<file path="src/rtl/core/crs_pkg.sv">
// package for the concentric ring energy sum: payload types, register codes, constants
`timescale 1ns / 1ps
`default_nettype none
package crs_pkg;

  localparam int SAMPLING_KINDS = 32;

  localparam int CFG_IDX_W = 3;
  localparam int CFG_DATA_W = 32;

  typedef enum logic [CFG_IDX_W-1:0] {
    CFG_RING_COUNT    = 3'd0,
    CFG_ETA_STEP      = 3'd1,
    CFG_PHI_STEP      = 3'd2,
    CFG_SAMPLING_MASK = 3'd3
  } crs_cfg_idx_t;

  localparam logic [6:0]  RING_COUNT_RST    = 7'd64;
  localparam logic [12:0] ETA_STEP_RST      = 13'd102;
  localparam logic [12:0] PHI_STEP_RST      = 13'd402;
  localparam logic [31:0] SAMPLING_MASK_RST = 32'hFFFF_FFFF;

  // Q3.12 angle constants
  localparam logic [14:0] Q_ONE     = 15'd4096;
  localparam logic [14:0] Q_PI      = 15'd12868;
  localparam logic [14:0] Q_WRAP_HI = 15'd21639;
  localparam logic signed [17:0] Q_TWO_PI = 18'sd25736;

  localparam int SUM_W = 40;
  localparam int DIFF_W = 17;
  localparam int NUM_W = 19;
  localparam int DEN_W = 14;

  typedef struct packed {
    logic signed [15:0] cell_eta;
    logic [14:0]        cell_phi;
    logic signed [23:0] cell_energy;
    logic [4:0]         cell_sampling;
    logic signed [15:0] centre_eta;
    logic [14:0]        centre_phi;
  } crs_cell_t;

  typedef struct packed {
    logic                    hit;
    logic [5:0]              ring_index;
    logic signed [SUM_W-1:0] ring_sum;
  } crs_ring_t;

endpackage
`default_nettype wire

</file>
<file path="src/rtl/core/concentric_ring_energy_sum_top.sv">
// top level of the concentric ring energy sum: cell prep, ring search, ring sum memory
//
//  channel | dir | handshake               | payload
//  cell    | in  | cell_valid / cell_stall | cell_req (crs_cell_t)
//  sum     | out | sum_valid / sum_stall   | sum_rsp  (crs_ring_t)
//  cfg     | in  | cfg_valid / cfg_ready   | cfg_index, cfg_data
//
// one cell per cycle while cell_stall is low; a result passes the prep register,
// the one-bit-per-stage ring divider (RW = clog2(MAX_RINGS)), the add and output registers
// ring sums sit in a memory read in the cycle before the add, with one-deep
// forwarding of the previous write; valid bits clear the sums at reset at once
// a stalled result parks in a skid register; cell_stall rises only while it is full
`timescale 1ns / 1ps
`default_nettype none
module concentric_ring_energy_sum_top #(
  parameter int MAX_RINGS = 64
) (
  input  wire logic                         clk,
  input  wire logic                         rst,
  input  wire logic                         cell_valid,
  output logic                              cell_stall,
  input  wire crs_pkg::crs_cell_t           cell_req,
  output logic                              sum_valid,
  input  wire logic                         sum_stall,
  output crs_pkg::crs_ring_t                sum_rsp,
  input  wire logic                         cfg_valid,
  output logic                              cfg_ready,
  input  wire logic [crs_pkg::CFG_IDX_W-1:0]  cfg_index,
  input  wire logic [crs_pkg::CFG_DATA_W-1:0] cfg_data
);
  import crs_pkg::*;

  localparam int RW = (MAX_RINGS > 1) ? $clog2(MAX_RINGS) : 1;
  localparam logic [8:0] MAX_R9 = 9'(MAX_RINGS);
  localparam logic signed [SUM_W:0] SUM_MAX = {2'b00, {(SUM_W-1){1'b1}}};
  localparam logic signed [SUM_W:0] SUM_MIN = {2'b11, {(SUM_W-1){1'b0}}};

  // configuration
  logic [6:0]  ring_count;
  logic [12:0] eta_step;
  logic [12:0] phi_step;
  logic [31:0] sampling_mask;

  assign cfg_ready = 1'b1;

  always_ff @(posedge clk) begin
    if (rst) begin
      ring_count    <= RING_COUNT_RST;
      eta_step      <= ETA_STEP_RST;
      phi_step      <= PHI_STEP_RST;
      sampling_mask <= SAMPLING_MASK_RST;
    end else if (cfg_valid && cfg_ready) begin
      case (cfg_index)
        CFG_RING_COUNT:    ring_count    <= cfg_data[6:0];
        CFG_ETA_STEP:      eta_step      <= cfg_data[12:0];
        CFG_PHI_STEP:      phi_step      <= cfg_data[12:0];
        CFG_SAMPLING_MASK: sampling_mask <= cfg_data;
        default: ;
      endcase
    end
  end

  // pipeline enable
  logic skid_valid;
  logic en;
  assign en = !skid_valid;
  assign cell_stall = skid_valid;

  // cell prep
  logic signed [17:0] eta_diff;
  logic signed [17:0] phi_adj;
  logic signed [17:0] phi_use;
  logic signed [17:0] phi_diff;
  logic [DIFF_W-1:0]  eta_abs;
  logic [DIFF_W-1:0]  phi_abs;
  logic               cell_on;

  always_comb begin
    eta_diff = {{2{cell_req.cell_eta[15]}}, cell_req.cell_eta}
             - {{2{cell_req.centre_eta[15]}}, cell_req.centre_eta};
    phi_adj = '0;
    if (cell_req.centre_phi > Q_WRAP_HI && cell_req.cell_phi < Q_PI) begin
      phi_adj = Q_TWO_PI;
    end else if (cell_req.centre_phi < Q_ONE && cell_req.cell_phi >= Q_PI) begin
      phi_adj = -Q_TWO_PI;
    end
    phi_use  = $signed({3'b000, cell_req.cell_phi}) + phi_adj;
    phi_diff = phi_use - $signed({3'b000, cell_req.centre_phi});
    eta_abs  = eta_diff[17] ? DIFF_W'(-eta_diff) : DIFF_W'(eta_diff);
    phi_abs  = phi_diff[17] ? DIFF_W'(-phi_diff) : DIFF_W'(phi_diff);
    cell_on  = (32'(cell_req.cell_sampling) < 32'(SAMPLING_KINDS))
             && sampling_mask[cell_req.cell_sampling];
  end

  logic               p_valid;
  logic               p_on;
  logic [DIFF_W-1:0]  p_eta_abs;
  logic [DIFF_W-1:0]  p_phi_abs;
  logic signed [23:0] p_energy;

  always_ff @(posedge clk) begin
    if (rst) begin
      p_valid <= 1'b0;
    end else if (en) begin
      p_valid <= cell_valid;
    end
  end

  always_ff @(posedge clk) begin
    if (en) begin
      p_on      <= cell_on;
      p_eta_abs <= eta_abs;
      p_phi_abs <= phi_abs;
      p_energy  <= cell_req.cell_energy;
    end
  end

  // ring search: smallest ring = floor((2d + step) / (2 step)) per dimension
  logic [NUM_W-1:0] eta_num;
  logic [NUM_W-1:0] phi_num;
  logic [DEN_W-1:0] eta_den;
  logic [DEN_W-1:0] phi_den;
  logic [RW-1:0]    eta_q;
  logic [RW-1:0]    phi_q;
  logic             eta_ovf;
  logic             phi_ovf;

  assign eta_num = NUM_W'({p_eta_abs, 1'b0}) + NUM_W'(eta_step);
  assign phi_num = NUM_W'({p_phi_abs, 1'b0}) + NUM_W'(phi_step);
  assign eta_den = {eta_step, 1'b0};
  assign phi_den = {phi_step, 1'b0};

  crs_div #(.QW(RW)) u_eta_div (
    .clk (clk),
    .en  (en),
    .num (eta_num),
    .den (eta_den),
    .quo (eta_q),
    .ovf (eta_ovf)
  );

  crs_div #(.QW(RW)) u_phi_div (
    .clk (clk),
    .en  (en),
    .num (phi_num),
    .den (phi_den),
    .quo (phi_q),
    .ovf (phi_ovf)
  );

  logic               sb_valid  [0:RW];
  logic               sb_on     [0:RW];
  logic signed [23:0] sb_energy [0:RW];

  always_ff @(posedge clk) begin
    if (rst) begin
      for (int j = 0; j <= RW; j++) begin
        sb_valid[j] <= 1'b0;
      end
    end else if (en) begin
      sb_valid[0] <= p_valid;
      for (int j = 1; j <= RW; j++) begin
        sb_valid[j] <= sb_valid[j-1];
      end
    end
  end

  always_ff @(posedge clk) begin
    if (en) begin
      sb_on[0]     <= p_on;
      sb_energy[0] <= p_energy;
      for (int j = 1; j <= RW; j++) begin
        sb_on[j]     <= sb_on[j-1];
        sb_energy[j] <= sb_energy[j-1];
      end
    end
  end

  // ring select
  logic [8:0]    rings;
  logic [RW-1:0] ring_q;
  logic          sel_hit;
  logic [RW-1:0] sel_idx;

  always_comb begin
    rings   = (9'(ring_count) > MAX_R9) ? MAX_R9 : 9'(ring_count);
    ring_q  = (eta_q > phi_q) ? eta_q : phi_q;
    sel_hit = sb_on[RW] && !eta_ovf && !phi_ovf && (9'(ring_q) < rings);
    sel_idx = sel_hit ? ring_q : '0;
  end

  // ring sum memory
  logic [SUM_W-1:0] ring_mem [0:MAX_RINGS-1];
  logic             ring_vld [0:MAX_RINGS-1];
  logic [SUM_W-1:0] rd_data;
  logic             rd_vld;

  logic               a_valid;
  logic               a_hit;
  logic [RW-1:0]      a_idx;
  logic signed [23:0] a_energy;

  logic               lw_valid;
  logic [RW-1:0]      lw_idx;
  logic [SUM_W-1:0]   lw_sum;

  logic signed [SUM_W-1:0] base;
  logic signed [SUM_W:0]   sum_raw;
  logic signed [SUM_W-1:0] sum_sat;
  logic                    a_write;
  crs_ring_t               res;

  always_comb begin
    if (lw_valid && lw_idx == a_idx) begin
      base = lw_sum;
    end else if (rd_vld) begin
      base = rd_data;
    end else begin
      base = '0;
    end
    sum_raw = {base[SUM_W-1], base} + {{(SUM_W-23){a_energy[23]}}, a_energy};
    if (sum_raw > SUM_MAX) begin
      sum_sat = SUM_MAX[SUM_W-1:0];
    end else if (sum_raw < SUM_MIN) begin
      sum_sat = SUM_MIN[SUM_W-1:0];
    end else begin
      sum_sat = sum_raw[SUM_W-1:0];
    end
    a_write = en && a_valid && a_hit;
    res.hit        = a_hit;
    res.ring_index = a_hit ? 6'(a_idx) : '0;
    res.ring_sum   = a_hit ? sum_sat : '0;
  end

  always_ff @(posedge clk) begin
    if (en) begin
      rd_data <= ring_mem[sel_idx];
    end
    if (a_write) begin
      ring_mem[a_idx] <= sum_sat;
    end
  end

  always_ff @(posedge clk) begin
    if (rst) begin
      for (int r = 0; r < MAX_RINGS; r++) begin
        ring_vld[r] <= 1'b0;
      end
      rd_vld <= 1'b0;
    end else begin
      if (en) begin
        rd_vld <= ring_vld[sel_idx];
      end
      if (a_write) begin
        ring_vld[a_idx] <= 1'b1;
      end
    end
  end

  always_ff @(posedge clk) begin
    if (rst) begin
      a_valid  <= 1'b0;
      lw_valid <= 1'b0;
    end else if (en) begin
      a_valid  <= sb_valid[RW];
      lw_valid <= a_valid && a_hit;
    end
  end

  always_ff @(posedge clk) begin
    if (en) begin
      a_hit    <= sel_hit;
      a_idx    <= sel_idx;
      a_energy <= sb_energy[RW];
      lw_idx   <= a_idx;
      lw_sum   <= sum_sat;
    end
  end

  // output register with skid
  crs_ring_t skid;
  logic      new_valid;
  assign new_valid = en && a_valid;

  always_ff @(posedge clk) begin
    if (rst) begin
      sum_valid  <= 1'b0;
      skid_valid <= 1'b0;
    end else if (!sum_valid || !sum_stall) begin
      if (skid_valid) begin
        sum_valid  <= 1'b1;
        skid_valid <= 1'b0;
      end else begin
        sum_valid <= new_valid;
      end
    end else if (new_valid) begin
      skid_valid <= 1'b1;
    end
  end

  always_ff @(posedge clk) begin
    if (!sum_valid || !sum_stall) begin
      sum_rsp <= skid_valid ? skid : res;
    end else if (new_valid) begin
      skid <= res;
    end
  end

endmodule
`default_nettype wire

</file>
<file path="src/rtl/core/crs_div.sv">
// pipelined restoring divider giving a ring quotient and an overflow flag, one bit per stage
`timescale 1ns / 1ps
`default_nettype none
module crs_div #(
  parameter int QW = 6
) (
  input  wire logic                       clk,
  input  wire logic                       en,
  input  wire logic [crs_pkg::NUM_W-1:0]  num,
  input  wire logic [crs_pkg::DEN_W-1:0]  den,
  output logic [QW-1:0]                   quo,
  output logic                            ovf
);
  import crs_pkg::*;

  localparam int DVW = NUM_W + QW;

  logic [DVW-1:0] rem_s [0:QW];
  logic [DVW-1:0] den_s [0:QW];
  logic           ovf_s [0:QW];
  logic [QW-1:0]  q_s   [0:QW];

  logic [DVW-1:0] num_x;
  logic [DVW-1:0] den_x;

  assign num_x = DVW'(num);
  assign den_x = DVW'(den);

  always_ff @(posedge clk) begin
    if (en) begin
      rem_s[0] <= num_x;
      den_s[0] <= den_x;
      ovf_s[0] <= (num_x >= (den_x << QW));
      q_s[0]   <= '0;
    end
  end

  for (genvar j = 1; j <= QW; j++) begin : g_stage
    localparam int K = QW - j;
    logic [DVW-1:0] trial;
    logic           take;
    assign trial = den_s[j-1] << K;
    assign take  = (rem_s[j-1] >= trial);
    always_ff @(posedge clk) begin
      if (en) begin
        rem_s[j] <= take ? (rem_s[j-1] - trial) : rem_s[j-1];
        den_s[j] <= den_s[j-1];
        ovf_s[j] <= ovf_s[j-1];
        q_s[j]   <= (q_s[j-1] << 1) | QW'(take);
      end
    end
  end

  assign quo = q_s[QW];
  assign ovf = ovf_s[QW];

endmodule
`default_nettype wire

</file>
<file path="config.mk">
export PLATFORM = sky130hd
export DESIGN_NAME = concentric_ring_energy_sum_top
export DESIGN_NICKNAME = d
export VERILOG_FILES = /design/src/rtl/core/crs_pkg.sv /design/src/rtl/core/concentric_ring_energy_sum_top.sv /design/src/rtl/core/crs_div.sv
export SDC_FILE = /design/constraint.sdc
export NUM_CORES = 2
export LEC_CHECK = 0
export ABC_CLOCK_PERIOD_IN_PS = 27900
export BUFFER_PORTS_ARGS = -buffer_cell sky130_fd_sc_hd__buf_2
export CORE_MARGIN = 10
export CORE_UTILIZATION = 59
export CTS_BUF_LIST = sky130_fd_sc_hd__clkbuf_8
export DETAILED_ROUTE_END_ITERATION = 7
export PLACE_DENSITY = 0.78
export SKIP_CTS_REPAIR_TIMING = 1
export SYNTH_ARGS = -nofsm -noshare
export SYNTH_HDL_FRONTEND = slang
export SYNTH_SLANG_ARGS = --single-unit
</file>
<file path="constraint.sdc">
create_clock -name clk -period 27.9 [get_ports clk]
set_input_delay 1.395 -clock clk [delete_from_list [all_inputs] [get_ports clk]]
set_output_delay 1.395 -clock clk [all_outputs]
set_load 0.05 [all_outputs]
</file>
Word level (Yosys, flattened, before mapping)
Memories as Yosys holds them, arrays and structs flattened. A register that Yosys moved wholly into a read port is not among the register bits.
Index checks and enable logic that the tools add are counted.
{ "word_totals": {"inputBits": 131, "ramBits": 3604, "mem_count": 13, "ff_bits": 275, "mem_bits_ro": 0, "latchBits": 0, "output_inout_bits": 50, "word_cells": 178} }
{ "classes": {"magnitude_cmp": 24, "shifts": 0, "n_mul": 0, "eq_ne": 4, "div": 0, "n_reduce_logical": 27, "bitwise": 20, "n_addsub": 20, "n_mux": 48} }
{ "memory_table": {"columns": ["memory", "words", "word_bits", "rd", "rd_clocked_by_memory_dff", "write_ports", "line_no", "source"], "rows": [
  ["ring_mem", 64, 40, 1, 1, 1, "concentric_ring_energy_sum_top.sv:193", "logic [SUM_W-1:0] ring_mem [0:MAX_RINGS-1];"],
  ["u_eta_div.den_s", 7, 25, 6, 0, 7, "crs_div.sv:19", "logic [DVW-1:0] den_s [0:QW];"],
  ["u_eta_div.rem_s", 7, 25, 6, 0, 7, "crs_div.sv:18", "logic [DVW-1:0] rem_s [0:QW];"],
  ["u_phi_div.den_s", 7, 25, 6, 0, 7, "crs_div.sv:19", null],
  ["u_phi_div.rem_s", 7, 25, 6, 0, 7, "crs_div.sv:18", null],
  ["sb_energy", 7, 24, 7, 1, 7, "concentric_ring_energy_sum_top.sv:153", "logic signed [23:0] sb_energy [0:RW];"],
  ["+7 memories", null, null, null, null, null, null, null]
]} }
{ "op_table": {"columns": ["cell", "n"], "rows": [
  [">= comparator 25 bit", 12],
  ["2-to-1 mux 25 bit", 12],
  ["subtractor 25 bit", 12],
  ["2-to-1 mux 40 bit", 5],
  ["OR 6 x 1 -> 6 bit", 12],
  ["2-to-1 mux 47 bit", 1],
  ["adder 40 x 24 -> 41 bit", 1],
  ["> comparator 41 x 40 -> 1 bit (second input constant)", 1],
  ["< comparator 41 x 40 -> 1 bit (second input constant)", 1],
  [">= comparator 19 x 20 -> 1 bit", 2],
  ["adder 18 x 13 -> 19 bit", 2],
  ["2-to-1 mux 18 bit", 2],
  ["2-to-1 mux 17 bit", 2],
  ["negator 17 bit", 2],
  ["2-to-1 mux 6 bit", 4],
  ["2-to-1 mux 1 bit", 20],
  ["adder 16 x 18 -> 18 bit", 1],
  ["subtractor 18 x 16 -> 18 bit", 1],
  ["subtractor 16 x 16 -> 17 bit", 1],
  [">= comparator 15 x 14 -> 1 bit (second input constant)", 1],
  ["> comparator 15 bit (second input constant)", 1],
  ["< comparator 15 x 13 -> 1 bit (second input constant)", 1],
  ["< comparator 15 x 14 -> 1 bit (second input constant)", 1],
  ["AND reduction 2 bit", 5],
  ["other kinds (17)", 40]
]} }

Logic depth before layout (Yosys ltp)
{ "depth": {"ltp_word": 9, "ltp_mapped": 28, "ltp_nobuf": 21} }

Cells and area by module
Synthesis repeated with hierarchy kept, for this count alone.
{ "hier_totals": {"hier_cells": 11053, "hier_area_um2": 152897.9} }
{ "by_module_without_submodules": {"columns": ["module", "instances", "area_per_inst_um2", "seq_area_each_um2", "cells_each"], "rows": [
  ["concentric_ring_energy_sum_top", 1, 125895.7, 93149.3, 8791],
  ["crs_div (u_eta_div)", 1, 13518.0, 7687.4, 1133],
  ["crs_div (u_phi_div)", 1, 13484.2, 7687.4, 1129]
]} }

Worst setup path after synthesis
Ideal clock, no wire load.
{ "synth_timing": {"kind": "flip-flop to flip-flop", "startpoint": "reg skid_valid (netlist: cell_stall)", "endpoint": "reg sum_rsp[45] (netlist name) (data pin)", "n_path_buf": 2, "path_slack_ns": 1.054, "path_stages_with_launch": 5, "t_required_ns": 27.616, "arrival_time_ns": 26.562, "period_less_slack_ns": 26.846, "cell_sequence": "dfxtp_1 -> clkbuf_1 -> inv_1 -> clkbuf_1 -> mux2_2"} }
{ "synth_via": {"elab_chain_len": 1} }
{ "synth_rtl": {"columns": ["item", "line_no", "source"], "rows": [
  ["start, declared", "concentric_ring_energy_sum_top.sv:64", "logic skid_valid;"],
  ["start signal, assigned", "concentric_ring_energy_sum_top.sv:288", "skid_valid <= 1'b0;"],
  ["start signal, assigned", "concentric_ring_energy_sum_top.sv:292", "skid_valid <= 1'b0;"],
  ["start signal, assigned", "concentric_ring_energy_sum_top.sv:297", "skid_valid <= 1'b1;"],
  ["2-to-1 mux 47 bit", "concentric_ring_energy_sum_top.sv:303", "sum_rsp <= skid_valid ? skid : res;"],
  ["end signal, assigned", "concentric_ring_energy_sum_top.sv:303", null],
  ["end, declared", "concentric_ring_energy_sum_top.sv:25", "output crs_pkg::crs_ring_t sum_rsp,"]
]} }
Every way passes these cells.
A chain may end at the register's enable or synchronous reset.

==> impl_metrics.csv <==
group,metric,value,unit
critical_path,crit_family,"buffers and inverters",
timing,fin_tns_setup,0,ps
global_routing,grtUsageTotal,0.300,
timing,rsz0062_at_grt,"false",
floorplan,die-area,0.283,sq mm
detailed_routing,wirelength,443000,um
global_routing,grt_max_degree,217,
critical_path,rr_endpoint,"rd_data[32]$_DFFE_PN_",
synth,synth_warnings,0,
synth,synth_area_leaders,"edfxtp_1, nand2_1, o22ai_1, ha_1, dfxtp_1",
synth,syn-cell-area,0.155,sq mm
pwr,p_per_area,112,mW/mm^2
critical_path,r2r_start,"u_eta_div.q_s[6][3]$_DFFE_PN_",
timing,finalHoldViolCount,0,
pwr,clockPowerShare,0.220,
pwr,power,0.0191,W
global_routing,grt_pass1_vias,103000,
synth,synth_top_cell_by_area,"edfxtp_1",
clock_tree,cts_sinks,3635,
timing,fmax,107,MHz
synth,synth_most_common_cell,"edfxtp_1",
global_routing,grt_overflow_total,0,
floorplan,rows,187,
critical_path,regToRegSetupSlack,18520,ps
layout,final_util,0.655,
detailed_routing,viasPerCell,6.63,
clock_tree,clkLatencyLatePin,1080,ps
pwr,p_comb_frac,0.386,
clock_tree,clock_path_buffers,4,
critical_path,end_kind,"flop",
pwr,p_switching,0.00762,W
floorplan,die_x,532,um
layout,synthToLayoutAreaGrowth,10.2,%
synth,syn_inst,11800,
critical_path,crit_top_cell,"buf_4",
synth,synth_edf_count,3500,
timing,slew_viol_final,0,
detailed_routing,vias,106000,
timing,setup_ws,18520,ps
pwr,internal_power,0.0115,W
pwr,max-vdd-ir-drop,0.136,mV
pwr,p_leak,60.3,nW
critical_path,critPathLaunchType,"flop",
synth,synth_common_cells,"edfxtp_1, nand2_1, o22ai_1",
floorplan,die_y,532,um
clock_tree,cts.root.buffer_cell,"clkbuf_8",
critical_path,path_cells,"ha_1 -> a211o_1 -> and2_4 -> o31ai_4 -> mux2i_2 -> inv_2 -> ha_1 -> o21ai_0 -> a21oi_1 -> nor2_4 -> buf_4 -> a31oi_4 -> inv_6 -> nand2_4 -> buf_4 -> buf_4 -> buf_12 -> buf_4 -> o21ai_0 -> o22ai_1 -> o221ai_1 -> a22oi_1 -> o211ai_1",
timing,finClkSkew,80.2,ps
timing,setup_violations,0,
critical_path,crit_path_start,"u_eta_div.q_s[6][3]$_DFFE_PN_",
job,maxCapViolCount,0,
clock_tree,clkTransAtPathRegs,60,ps
pwr,swShare,0.399,
critical_path,arrival,10110,ps
critical_path,worstPathRequired,28640,ps
synth,synth-seq-cells,3635,
floorplan,start_util,0.594,
critical_path,slowest_delay,870,ps
critical_path,crit_end,"rd_data[32]$_DFFE_PN_",
critical_path,path_class,"reg2reg",
critical_path,critPathMaxFanout,130,
run_status,status,"complete, no violations",
synth,synth_top_flop_cell,"edfxtp_1",
synth,ys_seq_area_frac,0.697,
synth,avgSynthCellArea,13.1,sq um
timing,period_needed,9380,ps
clock_tree,htree_levels,6,
detailed_routing,drt_first_pass_iters,8,
clock_tree,cts_tree,"built",
placement,dp_hpwl,252000,um
detailed_routing,ant_nets,0,
global_routing,antenna_found_initial,33,
floorplan,ios,181,
synth,synth_nets,12200,
detailed_routing,drt_iter0_drc,17000,
critical_path,critPathBufInv,7,
detailed_routing,wl_per_cell,27.7,um
timing,fin_crit_sh,0.336,
critical_path,r2r_cells,23,
synth,synth.distinct_cells,95,
synth,async_reset_ff_frac,0,
floorplan,core_area,0.260,sq mm
layout,nets,12500,
placement,place_ws,18820,ps
synth,yosysTopAreaCellShare,0.680,
clock_tree,numCtsBuffers,575,
layout,layout-drive-gt1-share,0.113,
critical_path,cp.depth,23,
global_routing,grt_pass1_wl,648000,um
placement,routabilityCongestion,0.917,
timing,tightest_slew,1330,ps
min_path,hold_class,"reg2reg",
detailed_routing,drc,0,
placement,portBuffers,179,
critical_path,cpMaxStageDelayCell,"a22oi_1",
timing,slew_headroom,0.110,
layout,nFillCells,18000,
pwr,seqPwrFrac,0.395,
[placed cells by master, fill, tap and decap left out, types with 105 or more instances in the layout]
master    count
edfxtp_1   3500
nand2_1    1776
o22ai_1     655
clkbuf_8    600
inv_1       560
nor2_1      531
a21oi_1     509
nand3_1     441
o21ai_0     433
ha_1        290
buf_4       213
buf_2       178
xnor2_1     174
mux2i_1     166
nand4_1     157
a31oi_1     149
a211oi_1    142
dfxtp_1     133
and3_1      121
clkinv_1    109
o221ai_1    105
[sequential cells by signal, summed over array words and instances (netlist names), 64 cells and up]
signal	cells
ring_mem	2560
ring_vld	64
sb_energy	168
u_eta_div.den_s	73
u_eta_div.rem_s	143
u_phi_div.den_s	73
u_phi_div.rem_s	143
[layout make-up]
class	count	area, sq um	area share
Sequential cell	3635	108000	0.633
Multi-Input combinational cell	7091	43600	0.256
Clock buffer	600	8260	0.0485
Tap cell	3496	4370	0.0257
Timing Repair Buffer	401	2690	0.0158
Clock inverter	412	2210	0.0130
Inverter	373	1440	0.00842
Antenna cell	8	20.0	0.000117
[routing by layer]
metal	part of all wire	wire [um]	global-route usage
met5	0.00052	230	0
met1	0.35	155000	0.391
met2	0.45	198000	0.457
met4	0.062	27500	0.169
met3	0.14	62300	0.0797
[worst reg2reg max path, stage by stage (launching register included)]
cell      delay, ps
edfxtp_1        410
ha_1            320
a211o_1         290
and2_4          170
o31ai_4         440
mux2i_2         590
inv_2           230
ha_1            330
o21ai_0          80
a21oi_1         250
nor2_4           40
buf_4           360
a31oi_4         330
inv_6           190
nand2_4         550
buf_4           720
buf_4           790
buf_12          750
buf_4           640
o21ai_0         210
o22ai_1         190
o221ai_1        140
a22oi_1         870
o211ai_1        220
[through the flow]
stage          cell area [sq um]  hold slack, ps  instances
3_5_place_dp              160000             405      15000
4_1_cts                   170000             360      16000
2_1_floorplan             155000             400      11800
3_3_place_gp              160000             401      15000
5_1_grt                   170000             386      16000
6_report                  170000             379      16000
[power by group through the flow]
stage                     Clock, W  Sequential, W  Combinational (W)
after global placement           0        0.00763            0.00688
final                      0.00420        0.00755            0.00737
after CTS                  0.00423        0.00754            0.00714
after detailed placement         0        0.00765            0.00710
after floorplan                  0        0.00765            0.00464
after global routing       0.00447        0.00757            0.00782
[logic make-up after synthesis]
family	after synthesis	share of synthesized area
flops	3635	0.697
fa+ha+maj	329	0.0277
xor+xnor	271	0.0154
compound gates	2627	0.109
buf+inv	1060	0.0268
mux	268	0.0189
simple gates	3595	0.104
other cells	1	0.0000243
[worst min-delay path by stage]
stage,from,to,slack (ps),cells after the start
floorplan,sb_energy[6][0]$_DFFE_PN_,a_energy[0]$_DFFE_PN_,400,0
finish,sb_energy[4][7]$_DFFE_PN_,sb_energy[5][7]$_DFFE_PN_,380,0
global route,sb_energy[4][7]$_DFFE_PN_,sb_energy[5][7]$_DFFE_PN_,390,0
CTS,sb_energy[4][7]$_DFFE_PN_,sb_energy[5][7]$_DFFE_PN_,360,0
global placement,sb_energy[1][9]$_DFFE_PN_,sb_energy[2][9]$_DFFE_PN_,400,0
detailed placement,sb_energy[6][1]$_DFFE_PN_,a_energy[1]$_DFFE_PN_,400,0
Power figures use the tool's default switching activity.
